### src/hsbrgb_pkg.sv
// hsbrgb_pkg: shared types and constants for the HSB to RGB pixel converter.
// No dependencies.
package hsbrgb_pkg;

	localparam int CH_W = 8;
	localparam logic [CH_W-1:0] CH_MAX = 8'hff;

	localparam logic [7:0] SECT_0 = 8'd0;
	localparam logic [7:0] SECT_1 = 8'd1;
	localparam logic [7:0] SECT_2 = 8'd2;
	localparam logic [7:0] SECT_3 = 8'd3;
	localparam logic [7:0] SECT_4 = 8'd4;

	typedef struct packed {
		logic [CH_W-1:0] blue;
		logic [CH_W-1:0] green;
		logic [CH_W-1:0] red;
	} rgb_t;

	// color wheel corner for one hue
	function automatic rgb_t wheel(input logic [15:0] hue);
		logic [7:0] pos;
		rgb_t c;
		pos = hue[7:0];
		case (hue[15:8])
			SECT_0: begin
				c.red = CH_MAX; c.green = pos; c.blue = '0;
			end
			SECT_1: begin
				c.red = CH_MAX - pos; c.green = CH_MAX; c.blue = '0;
			end
			SECT_2: begin
				c.red = '0; c.green = CH_MAX; c.blue = pos;
			end
			SECT_3: begin
				c.red = '0; c.green = CH_MAX - pos; c.blue = CH_MAX;
			end
			SECT_4: begin
				c.red = pos; c.green = '0; c.blue = CH_MAX;
			end
			default: begin
				c.red = CH_MAX; c.green = '0; c.blue = CH_MAX - pos;
			end
		endcase
		return c;
	endfunction

endpackage

### src/hsb_to_rgb_pixel_top.sv
// hsb_to_rgb_pixel_top: streaming HSB to RGB pixel converter, three-stage pipeline.
// Depends on hsbrgb_pkg.
//
// channel   dir  tdata (low bit up)                       tuser  tlast
// s_axis    in   hue[15:0] saturation[23:16] bright[31:24] -      -
// m_axis    out  red[7:0] green[15:8] blue[23:16]          -      -
//
// One item per cycle while the output is not held; each item passes through the
// stage 1, stage 2 and stage 3 registers before it is offered on m_axis.
// Stage 1 picks the wheel sector, stage 2 applies saturation (one 8x9 multiply
// per channel), stage 3 applies brightness and is the output register.
// Reset clears the stage valid bits only.
// When the output item is held, the whole pipeline holds and s_axis_tready drops.
module hsb_to_rgb_pixel_top (
	input  logic        clk,
	input  logic        arst_n,
	input  logic        s_axis_tvalid,
	output logic        s_axis_tready,
	input  logic [31:0] s_axis_tdata,  // hue[15:0], saturation[23:16], brightness[31:24]
	output logic        m_axis_tvalid,
	input  logic        m_axis_tready,
	output logic [23:0] m_axis_tdata   // red[7:0], green[15:8], blue[23:16]
);
	import hsbrgb_pkg::*;

	logic        adv;
	logic        vld_s1, vld_s2, vld_s3;
	rgb_t        rgb_s1, rgb_s2, rgb_s3;
	logic [8:0]  sat_s1;
	logic [8:0]  bri_s1, bri_s2;
	logic [16:0] sat_prod_r, sat_prod_g, sat_prod_b;
	logic [16:0] bri_prod_r, bri_prod_g, bri_prod_b;

	assign adv = !vld_s3 || m_axis_tready;
	assign s_axis_tready = adv;

	always_ff @(posedge clk or negedge arst_n) begin
		if (!arst_n) begin
			vld_s1 <= 1'b0;
			vld_s2 <= 1'b0;
			vld_s3 <= 1'b0;
		end else if (adv) begin
			vld_s1 <= s_axis_tvalid;
			vld_s2 <= vld_s1;
			vld_s3 <= vld_s2;
		end
	end

	// saturation: c = 255 - ((255 - c) * (s + 1) >> 8)
	always_comb begin
		sat_prod_r = 17'(CH_MAX - rgb_s1.red) * 17'(sat_s1);
		sat_prod_g = 17'(CH_MAX - rgb_s1.green) * 17'(sat_s1);
		sat_prod_b = 17'(CH_MAX - rgb_s1.blue) * 17'(sat_s1);
	end

	// brightness: c = c * (b + 1) >> 8
	always_comb begin
		bri_prod_r = 17'(rgb_s2.red) * 17'(bri_s2);
		bri_prod_g = 17'(rgb_s2.green) * 17'(bri_s2);
		bri_prod_b = 17'(rgb_s2.blue) * 17'(bri_s2);
	end

	always_ff @(posedge clk) begin
		if (adv) begin
			rgb_s1 <= wheel(s_axis_tdata[15:0]);
			sat_s1 <= 9'(s_axis_tdata[23:16]) + 9'd1;
			bri_s1 <= 9'(s_axis_tdata[31:24]) + 9'd1;

			rgb_s2.red   <= CH_MAX - sat_prod_r[15:8];
			rgb_s2.green <= CH_MAX - sat_prod_g[15:8];
			rgb_s2.blue  <= CH_MAX - sat_prod_b[15:8];
			bri_s2       <= bri_s1;

			rgb_s3.red   <= bri_prod_r[15:8];
			rgb_s3.green <= bri_prod_g[15:8];
			rgb_s3.blue  <= bri_prod_b[15:8];
		end
	end

	assign m_axis_tvalid = vld_s3;
	assign m_axis_tdata  = rgb_s3;

endmodule

### config.mk
export PLATFORM = sky130hd
export DESIGN_NAME = hsb_to_rgb_pixel_top
export DESIGN_NICKNAME = d
export VERILOG_FILES = /design/src/hsbrgb_pkg.sv /design/src/hsb_to_rgb_pixel_top.sv
export SDC_FILE = /design/constraint.sdc
export NUM_CORES = 1
export LEC_CHECK = 0
export BUFFER_PORTS_ARGS = -buffer_cell sky130_fd_sc_hd__buf_2
export CORE_UTILIZATION = 55
export CTS_CLUSTER_DIAMETER = 150
export CTS_CLUSTER_SIZE = 30
export DETAILED_ROUTE_END_ITERATION = 8
export MAX_ROUTING_LAYER = met4
export PLACE_DENSITY = 0.87
export SLEW_MARGIN = 20
export SYNTH_ARGS = -nofsm -noshare
export SYNTH_HDL_FRONTEND = slang
export SYNTH_SLANG_ARGS = --single-unit
### constraint.sdc
create_clock -name clk -period 4.5 [get_ports clk]
set_input_delay 1.125 -clock clk [delete_from_list [all_inputs] [get_ports clk]]
set_output_delay 1.125 -clock clk [all_outputs]
set_load 0.01 [all_outputs]
Word-level counts from Yosys, hierarchy flattened
Cells that the tools add are included.
{ "totals": {"regBits": 102, "in_bits": 36, "out_inout_bits": 26, "elab_cells": 38} }
{ "op_classes": {"n_addsub": 9, "n_mul": 6, "eq_ne": 4, "n_mux": 1, "n_reduce_logical": 3} }
{ "op_table": {"columns": ["cell", "n"], "rows": [
  ["$pmux W24 S5", 1],
  ["$mul A8 B9 Y16", 3],
  ["$mul A9 B10 Y16", 3],
  ["$sub A8 B8 Y8 const A", 4],
  ["$sub A8 B8 Y9 const A", 3],
  ["$add A8 B1 Y9 const B", 2],
  ["$eq A8 B2 Y1 const B", 2],
  ["$eq A8 B1 Y1 const B", 1],
  ["$eq A8 B3 Y1 const B", 1],
  ["$logic_not A8 Y1", 1],
  ["$logic_not A1 Y1", 1],
  ["$logic_or A1 B1 Y1", 1]
]} }

Depth between registers and ports, before layout
Gate-level depths: netlist of run 1.
{ "depth": {"ltp_word": 3, "ltp_mapped": 18, "mapped_depth_nobuf": 16} }

Worst setup path after synthesis of run 1
Ideal clock, no wire load.
{ "synth_path": {"path_type": "input to output", "start": "in m_axis_tready", "end": "out s_axis_tready", "arrival_ps": 3662, "t_required_ps": 3375, "slack_ps": -287, "cell_stages": 1, "cell_sequence": "nand2b_1"} }
{ "synth_via": {"elab_chain_cells": 1} }
{ "synth_lines": {"columns": ["item", "line_no", "source"], "rows": [
  ["start, declared", "hsb_to_rgb_pixel_top.sv:21", "input logic m_axis_tready,"],
  ["$logic_or A1 B1 Y1", "hsb_to_rgb_pixel_top.sv:34", "assign adv = !vld_s3 || m_axis_tready;"],
  ["end, declared", "hsb_to_rgb_pixel_top.sv:18", "output logic s_axis_tready,"]
]} }
Every way passes these cells.

Worst setup path in the final report of run 1
{ "layout_path": {"start": "reg bri_s2[1]", "end": "reg rgb_s3 (netlist bit m_axis_tdata[23]) (data pin)"} }
{ "layout_via": {"elab_chain_cells": 1} }
{ "layout_lines": {"columns": ["item", "line_no", "source"], "rows": [
  ["start, declared", "hsb_to_rgb_pixel_top.sv:30", "logic [8:0] bri_s1, bri_s2;"],
  ["start signal, assigned", "hsb_to_rgb_pixel_top.sv:72", "bri_s2 <= bri_s1;"],
  ["$mul A8 B9 Y16", "hsb_to_rgb_pixel_top.sv:60", "bri_prod_b = 17'(rgb_s2.blue) * 17'(bri_s2);"],
  ["net bri_prod_b[15]", "hsb_to_rgb_pixel_top.sv:32", "logic [16:0] bri_prod_r, bri_prod_g, bri_prod_b;"],
  ["end, declared", "hsb_to_rgb_pixel_top.sv:28", "rgb_t rgb_s1, rgb_s2, rgb_s3;"]
]} }
The timed path passes the listed nets, and every way through them passes these cells.
A chain may end at the register's enable or synchronous reset.

==> impl_metrics.yaml, run 1 <==
yosys:
  ys_ff_latch: 102
  ys_seq_area_frac: 0.181
  syn-instance-count: 1722
  synth_cell_types: 63
  synth_area_per_cell_um2: 9.78
  synth_flop_cell: "edfxtp_1"
  synth_edf_count: 99
  async_flop_share: 0.0294
  synth_nets: 2201
  syn_area_um2: 16800
  ys_warn_count: 0
worst_setup_path:
  startpoint_type: "flop"
  crit_required_ns: 4.64
  reg2reg_depth: 16
  ff2ff_setup_slack_ns: -0.42
  critPathCaptureType: "flop"
  reg2reg_from: "bri_s2[1]"
  cp.arrival_ns: 5.06
  crit_fanout: 6
  cp_top_family: "adder cells"
  crit_type: "reg -> reg"
  path_cells: "nand2_1 -> fa_1 -> fa_1 -> inv_2 -> fa_1 -> inv_2 -> fa_1 -> inv_2 -> ha_4 -> a21o_1 -> a311o_2 -> a2111oi_4 -> buf_4 -> o21ai_4 -> a21oi_2 -> xnor2_1"
  timing.rr.end: "m_axis_tdata[23]"
  crit_buf_inv: 4
  slowest_stage: "edfxtp_1"
  critPathMaxStageDelay_ns: 0.56
  cp_common_cell: "fa_1"
floorplanning:
  pin_count: 62
  start_util: 0.564
  die_h_um: 177
  dieWidth_um: 177
  rows: 63
  core_um2: 29900
  dieArea_um2: 31300
cts:
  cts_tree: "built"
  clk_latency_ns: 0.40
  cts_buffers: 9
  cts.reportedPaths.clkPinSlew_ns: 0.10
  clock-root-buffer: "clkbuf_16"
  htreeDepth: 3
  postCtsHoldBufs: 0
  cts_buffer_depth: 2
  cts_sinks: 102
timing:
  slew_headroom: 0.522
  post-route-period-util: 1.09
  finalHoldViolCount: 0
  finalWorstSetupSlack_ns: -0.425
  slew_violations: 0
  clock_skew_ns: 0.0235
  worstMarginPinSlew_ns: 0.717
  timing.final.crit_period_ns: 4.92
  rsz0062_at_grt: "yes"
  setup_viol: 17
  fmax_mhz: 203
  final.setup.tns_ns: -2.87
cells_and_area:
  fin_area_um2: 19700
  finalNetCount: 2395
  area_growth_pct: 16.9
  antenna_cells: 0
  layout-drive-gt1-share: 0.196
outcome:
  failed_checks: "negative setup slack"
  status: "complete, but fails checks"
placement:
  placed_cell_area_um2: 18200
  port_buffers: 61
  dp_hpwl_mm: 28.6
  dp_slack_ns: -0.295
  gp_congestion: 0.960
drt:
  drc: 0
  wl_mm: 41.6
  viasPerCell: 5.49
  drt.antenna.violating_nets: 0
  initialDrtViolationCount: 864
  dr.pass1.iters: 5
  routedWlPerCell_um: 18.0
  vias: 12700
grt:
  grt_max_degree: 55
  grt_pass1_wl_mm: 63.5
  grt_usage: 0.266
  grt_pass1_vias: 13600
  antenna_found_initial: 0
  overflow: 0
worst_hold_path:
  min_from: "bri_s1[6]"
  hold_end: "bri_s2[6]"
  hold_class: "reg -> reg"
  worst_hold_path.num_cells: 0
run:
  cap_violations: 0
worst register-to-register path, stage by stage (launching register included):
cell	delay [ns]
edfxtp_1	0.56
nand2_1	0.16
fa_1	0.50
fa_1	0.53
inv_2	0.05
fa_1	0.56
inv_2	0.05
fa_1	0.52
inv_2	0.05
ha_4	0.21
a21o_1	0.20
a311o_2	0.36
a2111oi_4	0.42
buf_4	0.20
o21ai_4	0.06
a21oi_2	0.17
xnor2_1	0.08
through the flow:
| step | hold WS (ns) | std cells | util |
|---|---|---|---|
| 6_report | 0.435 | 2311 | 0.659 |
| 5_1_grt | 0.440 | 2311 | 0.659 |
| 3_3_place_gp | 0.404 | 2218 | 0.610 |
| 4_1_cts | 0.428 | 2261 | 0.632 |
| 3_5_place_dp | 0.406 | 2218 | 0.610 |
| 2_1_floorplan | 0.400 | 1722 | - |
Yosys cell counts, types with 3 or more instances:
cell,instances,area (um^2)
inv_1,364,1370
fa_1,243,4860
ha_1,200,2500
and2_1,160,1000
nor2b_1,117,732
edfxtp_1,99,2970
nand2b_1,99,619
nand2_1,78,293
xnor2_1,55,482
clkbuf_1,45,169
a21oi_1,36,180
nor2_1,33,124
nor3_1,24,120
xor2_1,21,184
and3_1,13,81.3
a211oi_1,12,90.1
nand3_1,10,50.1
and2_2,9,67.6
o21ai_0,9,45.0
o22ai_1,9,56.3
a21o_1,8,60.1
or2_2,6,37.5
a31oi_1,4,25.0
and4_1,4,35.0
o21bai_1,4,30.0
a2111oi_4,3,82.6
a21oi_2,3,26.3
and4b_1,3,30.0
dfrtp_1,3,75.1
nand4_1,3,18.8
o211ai_1,3,22.5
o21a_1,3,22.5
cell type report:
| type | count | area, um^2 |
|---|---|---|
| multi-input cells | 1209 | 12800 |
| flip-flops and latches | 102 | 3050 |
| well taps | 390 | 488 |
| repair buffers | 230 | 1710 |
| clock buffers | 9 | 225 |
| fillers | 2032 | 10200 |
| inverters | 364 | 1370 |
| clock inverters | 7 | 66.3 |
per-layer routing:
metal	GRT usage	vias to the layer above	wire length, um
met5	-	-	0
met2	0.475	488	21600
li1	-	5740	-
met3	0.0432	151	2420
met1	0.290	6302	15700
met4	0.119	0	1960
repair_timing:
item / 4_1_cts / 5_1_grt
pin swaps: 30 / 62
endpoints found under the setup margin: 22 / 35
buffers inserted: 27 / 50
hold endpoints to repair: 0 / 0
resized for setup: 43 / 86
gates cloned: 0 / 2
how the worst max path moves through the flow:
| stage | from | endpoint | slack [ns] | depth (start not counted) |
|---|---|---|---|---|
| after floorplan | sat_s1[6] | rgb_s2[13] | 0.0007 | 16 |
| after global placement | bri_s2[2] | m_axis_tdata[6] | -0.11 | 14 |
| after detailed placement | bri_s2[2] | m_axis_tdata[15] | -0.29 | 15 |
| after CTS | bri_s2[3] | m_axis_tdata[21] | -0.11 | 16 |
| after global routing | bri_s2[1] | m_axis_tdata[23] | -0.54 | 16 |
| final | bri_s2[1] | m_axis_tdata[23] | -0.42 | 16 |
layout by cell type (no fill, tap or decap), drive strengths merged, types with 12 or more instances in the layout:
master / count
inv: 367
fa: 243
buf: 228
ha: 200
and2: 169
nor2b: 117
edfxtp: 99
nand2b: 99
nand2: 78
xnor2: 55
a21oi: 39
nor2: 34
nor3: 24
xor2: 21
and3: 13
a211oi: 12
o21ai: 12
logic make-up (layout without fill, tap and decap cells):
group | count (synthesis) | after routing | share of synthesized area
AO/OA/AOI/OAI | 118 | 118 | 0.0523
XOR/XNOR | 76 | 76 | 0.0395
adder cells (fa/ha/maj) | 443 | 443 | 0.438
buffers and inverters | 411 | 610 | 0.0917
flip-flops | 102 | 102 | 0.181
multiplexers | 2 | 2 | 0.00134
AND/OR/NAND/NOR | 570 | 570 | 0.197
registers in the layout, summed over array words and instances, names as in the netlist:
| register | flops |
|---|---|
| bri_s1 | 9 |
| vld_s2 | 1 |
| vld_s1 | 1 |
| m_axis_tvalid | 1 |
| bri_s2 | 9 |
| rgb_s2 | 24 |
| sat_s1 | 9 |
| m_axis_tdata | 24 |
| rgb_s1 | 24 |
Power of run 1 is not shown: default switching activity piles up to over one toggle a cycle in this logic, so the estimate is an artifact.
==> run 2, diff against run 1 <==
- BUFFER_PORTS_ARGS: -buffer_cell sky130_fd_sc_hd__buf_2 -> not set
- CORE_ASPECT_RATIO: not set -> 2
- CORE_MARGIN: not set -> 2
- DONT_BUFFER_PORTS: not set -> 1
- PLACE_DENSITY: 0.87 -> 0.85
==> run 2 against run 1 <==
The flow still finishes with violations (negative setup slack). Wire length down 9.9%. Hold slack got worse by 0.024 ns. Utilization down 2.4 points. Clock-buffer cell count unchanged. Global-route usage is 2.1 points lower. Setup slack better by 0.37 ns. Register-to-register slack gained 0.37 ns. Die area grew 2.5%. First-iteration DRC count fell by 34%. Largest cell class unchanged. Highest routed layer unchanged.
==> impl_metrics.yaml, run 2 (synthesized netlist as in run 1, its figures left out) <==
timing:
  finalWorstSetupSlack_ns: -0.0529
  setup_viol: 9
  slew_headroom: 0.586
  timing.final.crit_period_ns: 4.55
  finalHoldViolCount: 0
  worstMarginPinSlew_ns: 0.620
  slew_violations: 0
  clock_skew_ns: 0.0207
  final.setup.tns_ns: -0.255
  fmax_mhz: 220
  rsz0062_at_grt: "yes"
  post-route-period-util: 1.01
  fin_hold_ws_ns: 0.411
outcome:
  status: "complete, but fails checks"
  failed_checks: "negative setup slack"
grt:
  grt_usage: 0.246
  grt_max_degree: 40
  antenna_found_initial: 0
  grt_pass1_vias: 13200
  overflow: 0
  grt_pass1_wl_mm: 60.4
floorplanning:
  pin_count: 62
  start_util: 0.558
  core_um2: 30200
  die_h_um: 251
  rows: 90
  dieWidth_um: 128
  dieArea_um2: 32100
drt:
  viasPerCell: 5.43
  drt.antenna.violating_nets: 0
  dr.pass1.iters: 5
  routedWlPerCell_um: 17.1
  initialDrtViolationCount: 568
  vias: 11900
  wl_mm: 37.5
  drc: 0
cells_and_area:
  layout_common_cells: "350 x inv_1, 235 x fa_1, 180 x ha_1, 153 x and2_1, 114 x nor2b_1"
  antenna_cells: 0
  final_common_cell: "inv_1"
  area_growth_pct: 13.8
  finalNetCount: 2298
  layout-drive-gt1-share: 0.156
  final_util: 0.635
cts:
  htreeDepth: 3
  cts.reportedPaths.clkPinSlew_ns: 0.09
  cts_tree: "built"
  clk_latency_ns: 0.40
  cts_sinks: 102
  cts_buffer_depth: 2
  clock-root-buffer: "clkbuf_16"
  cts_buffers: 9
worst_setup_path:
  crit_fanout: 5
  crit_required_ns: 4.65
  critPathCaptureType: "flop"
  cp.arrival_ns: 4.70
  startpoint_type: "flop"
  cp-startpoint: "sat_s1[7]"
  reg2reg_from: "sat_s1[7]"
  crit_type: "reg -> reg"
worst_hold_path:
  hold_class: "reg -> reg"
  min_from: "bri_s1[7]"
placement:
  port_buffers: 0
  gp_congestion: 0.943
  dp_hpwl_mm: 30.2
run:
  cap_violations: 0
[run 2: layout make-up]
class | instances | area [um^2]
multi-input cells | 1209 | 12800
fillers | 2279 | 11000
flip-flops and latches | 102 | 3050
inverters | 364 | 1370
repair buffers | 133 | 1150
well taps | 368 | 460
clock buffers | 9 | 225
clock inverters | 7 | 73.8
[run 2: timing repair]
| item | in CTS | in global routing |
|---|---|---|
| setup buffers | 18 | 19 |
| gates cloned | 1 | 3 |
| hold buffers | 0 | 0 |
| endpoints found under the setup margin | 16 | 33 |
| resized for setup | 44 | 97 |
| pin swaps | 23 | 73 |
[run 2: path summary, 6_finish.rpt]
| kind | slack (ns) | endpoint | cells after the start |
|---|---|---|---|
| worst min-delay path | 0.41 | bri_s2[7] | 0 |
| min in group asynchronous | 0.43 | vld_s2 | 0 |
| worst min register to register | 0.41 | bri_s2[7] | 0 |
| max in group asynchronous | 4.00 | m_axis_tvalid | 0 |
| worst max register to register | -0.05 | rgb_s2[15] | 16 |
| worst max-delay path | -0.05 | rgb_s2[15] | 16 |
[run 2: routing by layer]
metal,GRT usage,share of wire,vias to the layer above
met4,0.136,0.055,0
met1,0.227,0.34,5970
met2,0.483,0.59,259
met5,-,0,-
li1,-,-,5544
met3,0.0201,0.022,134
[run 2: critical path, cell delays in order, from the launching register on]
cell	delay [ns]
edfxtp_1	0.49
nand2b_1	0.13
fa_1	0.55
inv_2	0.05
fa_1	0.49
fa_1	0.50
inv_1	0.05
fa_1	0.49
inv_2	0.05
ha_4	0.21
a211o_1	0.25
a311o_1	0.33
a221oi_4	0.28
buf_6	0.15
o21ai_4	0.06
a21oi_2	0.16
xnor2_1	0.07
[run 2: through the flow]
stage | area [um^2] | std cells | worst slack [ns]
after floorplan | 16900 | 1722 | 0.000743
after global placement | 17900 | 2138 | -0.0613
after detailed placement | 17900 | 2138 | -0.167
after CTS | 18600 | 2173 | -0.0635
after global routing | 19200 | 2192 | -0.254
final | 19200 | 2192 | -0.0529
Power of run 2 is left out for the same reason.
==> run 3, diff against run 2 <==
- CTS_BUF_LIST: not set -> sky130_fd_sc_hd__clkbuf_8 sky130_fd_sc_hd__clkbuf_16
- MAX_ROUTING_LAYER: met4 -> not set
==> run 3 against run 2 <==
The flow still finishes with violations (negative setup slack). Hold slack lost 0.0033 ns. Die area is the same. Sequential share of layout area shrank 0.077 points. Final cell count grew 0.23%. Design area grew 0.49%. Non-clock buffer count grew 5. Register-to-register slack lost 0.07 ns. Flip-flop and latch count is the same. Largest cell class unchanged.
==> impl_metrics.yaml, run 3 (synthesized netlist as in run 1, its figures left out) <==
cells_and_area:
  area_growth_pct: 14.4
  finalNetCount: 2303
  multi_input_area_um2: 12800
  final_common_cell: "inv_1"
  fill_cells: 2257
  layout_common_cells: "354 x inv_1, 234 x fa_1, 185 x ha_1, 156 x and2_1, 117 x nor2b_1"
  register_area_um2: 3050
  antenna_cells: 0
  layout-drive-gt1-share: 0.155
drt:
  vias: 12000
  dr.pass1.iters: 5
  drc: 0
  drt.antenna.violating_nets: 0
  initialDrtViolationCount: 498
  wl_mm: 38.0
  routedWlPerCell_um: 17.3
  viasPerCell: 5.46
cts:
  clock-root-buffer: "clkbuf_16"
  clk_latency_ns: 0.39
  cts_buffers: 9
  cts_sinks: 102
  htreeDepth: 3
  cts.reportedPaths.clkPinSlew_ns: 0.09
  cts_buffer_depth: 2
  cts_tree: "built"
  postCtsHoldBufs: 0
timing:
  setup_viol: 13
  fmax_mhz: 216
  post-route-period-util: 1.03
  finalWorstSetupSlack_ns: -0.126
  timing.final.crit_period_ns: 4.63
  finalHoldViolCount: 0
  slew_violations: 0
  clock_skew_ns: 0.0173
  slew_headroom: 0.611
  rsz0062_at_grt: "yes"
  worstMarginPinSlew_ns: 0.583
floorplanning:
  start_util: 0.558
  pin_count: 62
  die_h_um: 251
  dieWidth_um: 128
  core_um2: 30200
  dieArea_um2: 32100
  rows: 90
grt:
  overflow: 0
  grt_max_degree: 103
  antenna_found_initial: 0
  grt_pass1_wl_mm: 60.2
  grt_usage: 0.237
  grt_pass1_vias: 13200
worst_hold_path:
  hold_end: "bri_s2[7]"
  worst_hold_path.num_cells: 0
  min_from: "bri_s1[7]"
  hold_class: "reg -> reg"
outcome:
  failed_checks: "negative setup slack"
  status: "complete, but fails checks"
worst_setup_path:
  cp.arrival_ns: 4.77
  critPathCaptureType: "flop"
  timing.rr.end: "m_axis_tdata[6]"
  reg2reg_from: "bri_s2[4]"
  ff2ff_setup_slack_ns: -0.13
  crit_required_ns: 4.64
  crit_type: "reg -> reg"
  startpoint_type: "flop"
  crit_fanout: 3
  reg2reg_depth: 16
  cp-startpoint: "bri_s2[4]"
placement:
  gp_congestion: 0.917
  port_buffers: 0
  dp_hpwl_mm: 29.9
  dp_slack_ns: -0.188
run:
  cap_violations: 0
==> run 3: worst max-delay path by stage <==
stage	end	slack [ns]	cells after the start
after floorplan	rgb_s2[13]	0.0007	16
after global placement	m_axis_tdata[6]	-0.06	15
after detailed placement	m_axis_tdata[21]	-0.19	14
after CTS	m_axis_tdata[21]	-0.16	15
after global routing	rgb_s2[15]	-0.28	17
final	m_axis_tdata[6]	-0.13	16
==> run 3: worst max-delay path, stage by stage (launching register included) <==
cell	delay [ns]
edfxtp_1	0.44
buf_4	0.16
buf_6	0.11
and2_4	0.13
fa_1	0.57
fa_1	0.45
fa_1	0.51
inv_2	0.04
fa_1	0.50
inv_2	0.05
ha_4	0.21
and4_1	0.15
and4_4	0.18
o311ai_4	0.28
o22ai_2	0.15
o31a_1	0.30
xor2_1	0.14
==> run 3: layer usage <==
metal,vias up,wire (um),global-route usage
li1,5549,-,-
met1,6037,12700,0.223
met2,280,22400,0.476
met3,127,929,0.0221
met4,0,2050,0.144
met5,-,0,0
==> run 3: stage by stage <==
| step | hold slack (ns) | util | std cells | TNS (ns) | instance area [um^2] |
|---|---|---|---|---|---|
| floorplan | 0.400 | - | 1722 | 0 | 16900 |
| global placement | 0.401 | 0.593 | 2134 | -0.171 | 17900 |
| detailed placement | 0.406 | 0.593 | 2134 | -1.31 | 17900 |
| CTS | 0.413 | 0.613 | 2168 | -0.674 | 18500 |
| global route | 0.419 | 0.638 | 2197 | -3.63 | 19300 |
| finish | 0.408 | 0.638 | 2197 | -0.725 | 19300 |
==> run 3: repair_timing <==
item / 4_1_cts / 5_1_grt
buffers inserted: 18 / 31
pin swaps: 29 / 68
endpoints found under the hold margin: 0 / 0
gates cloned: 0 / 2
gates resized for setup: 28 / 104
setup endpoints to repair: 17 / 36
==> run 3: final cells by class <==
class	count	area share
Sequential cell	102	0.158
Clock inverter	7	0.00364
Multi-Input combinational cell	1209	0.667
Timing Repair Buffer	138	0.0648
Tap cell	368	0.0239
Inverter	364	0.0709
Clock buffer	9	0.0117
Power of run 3 is left out for the same reason.
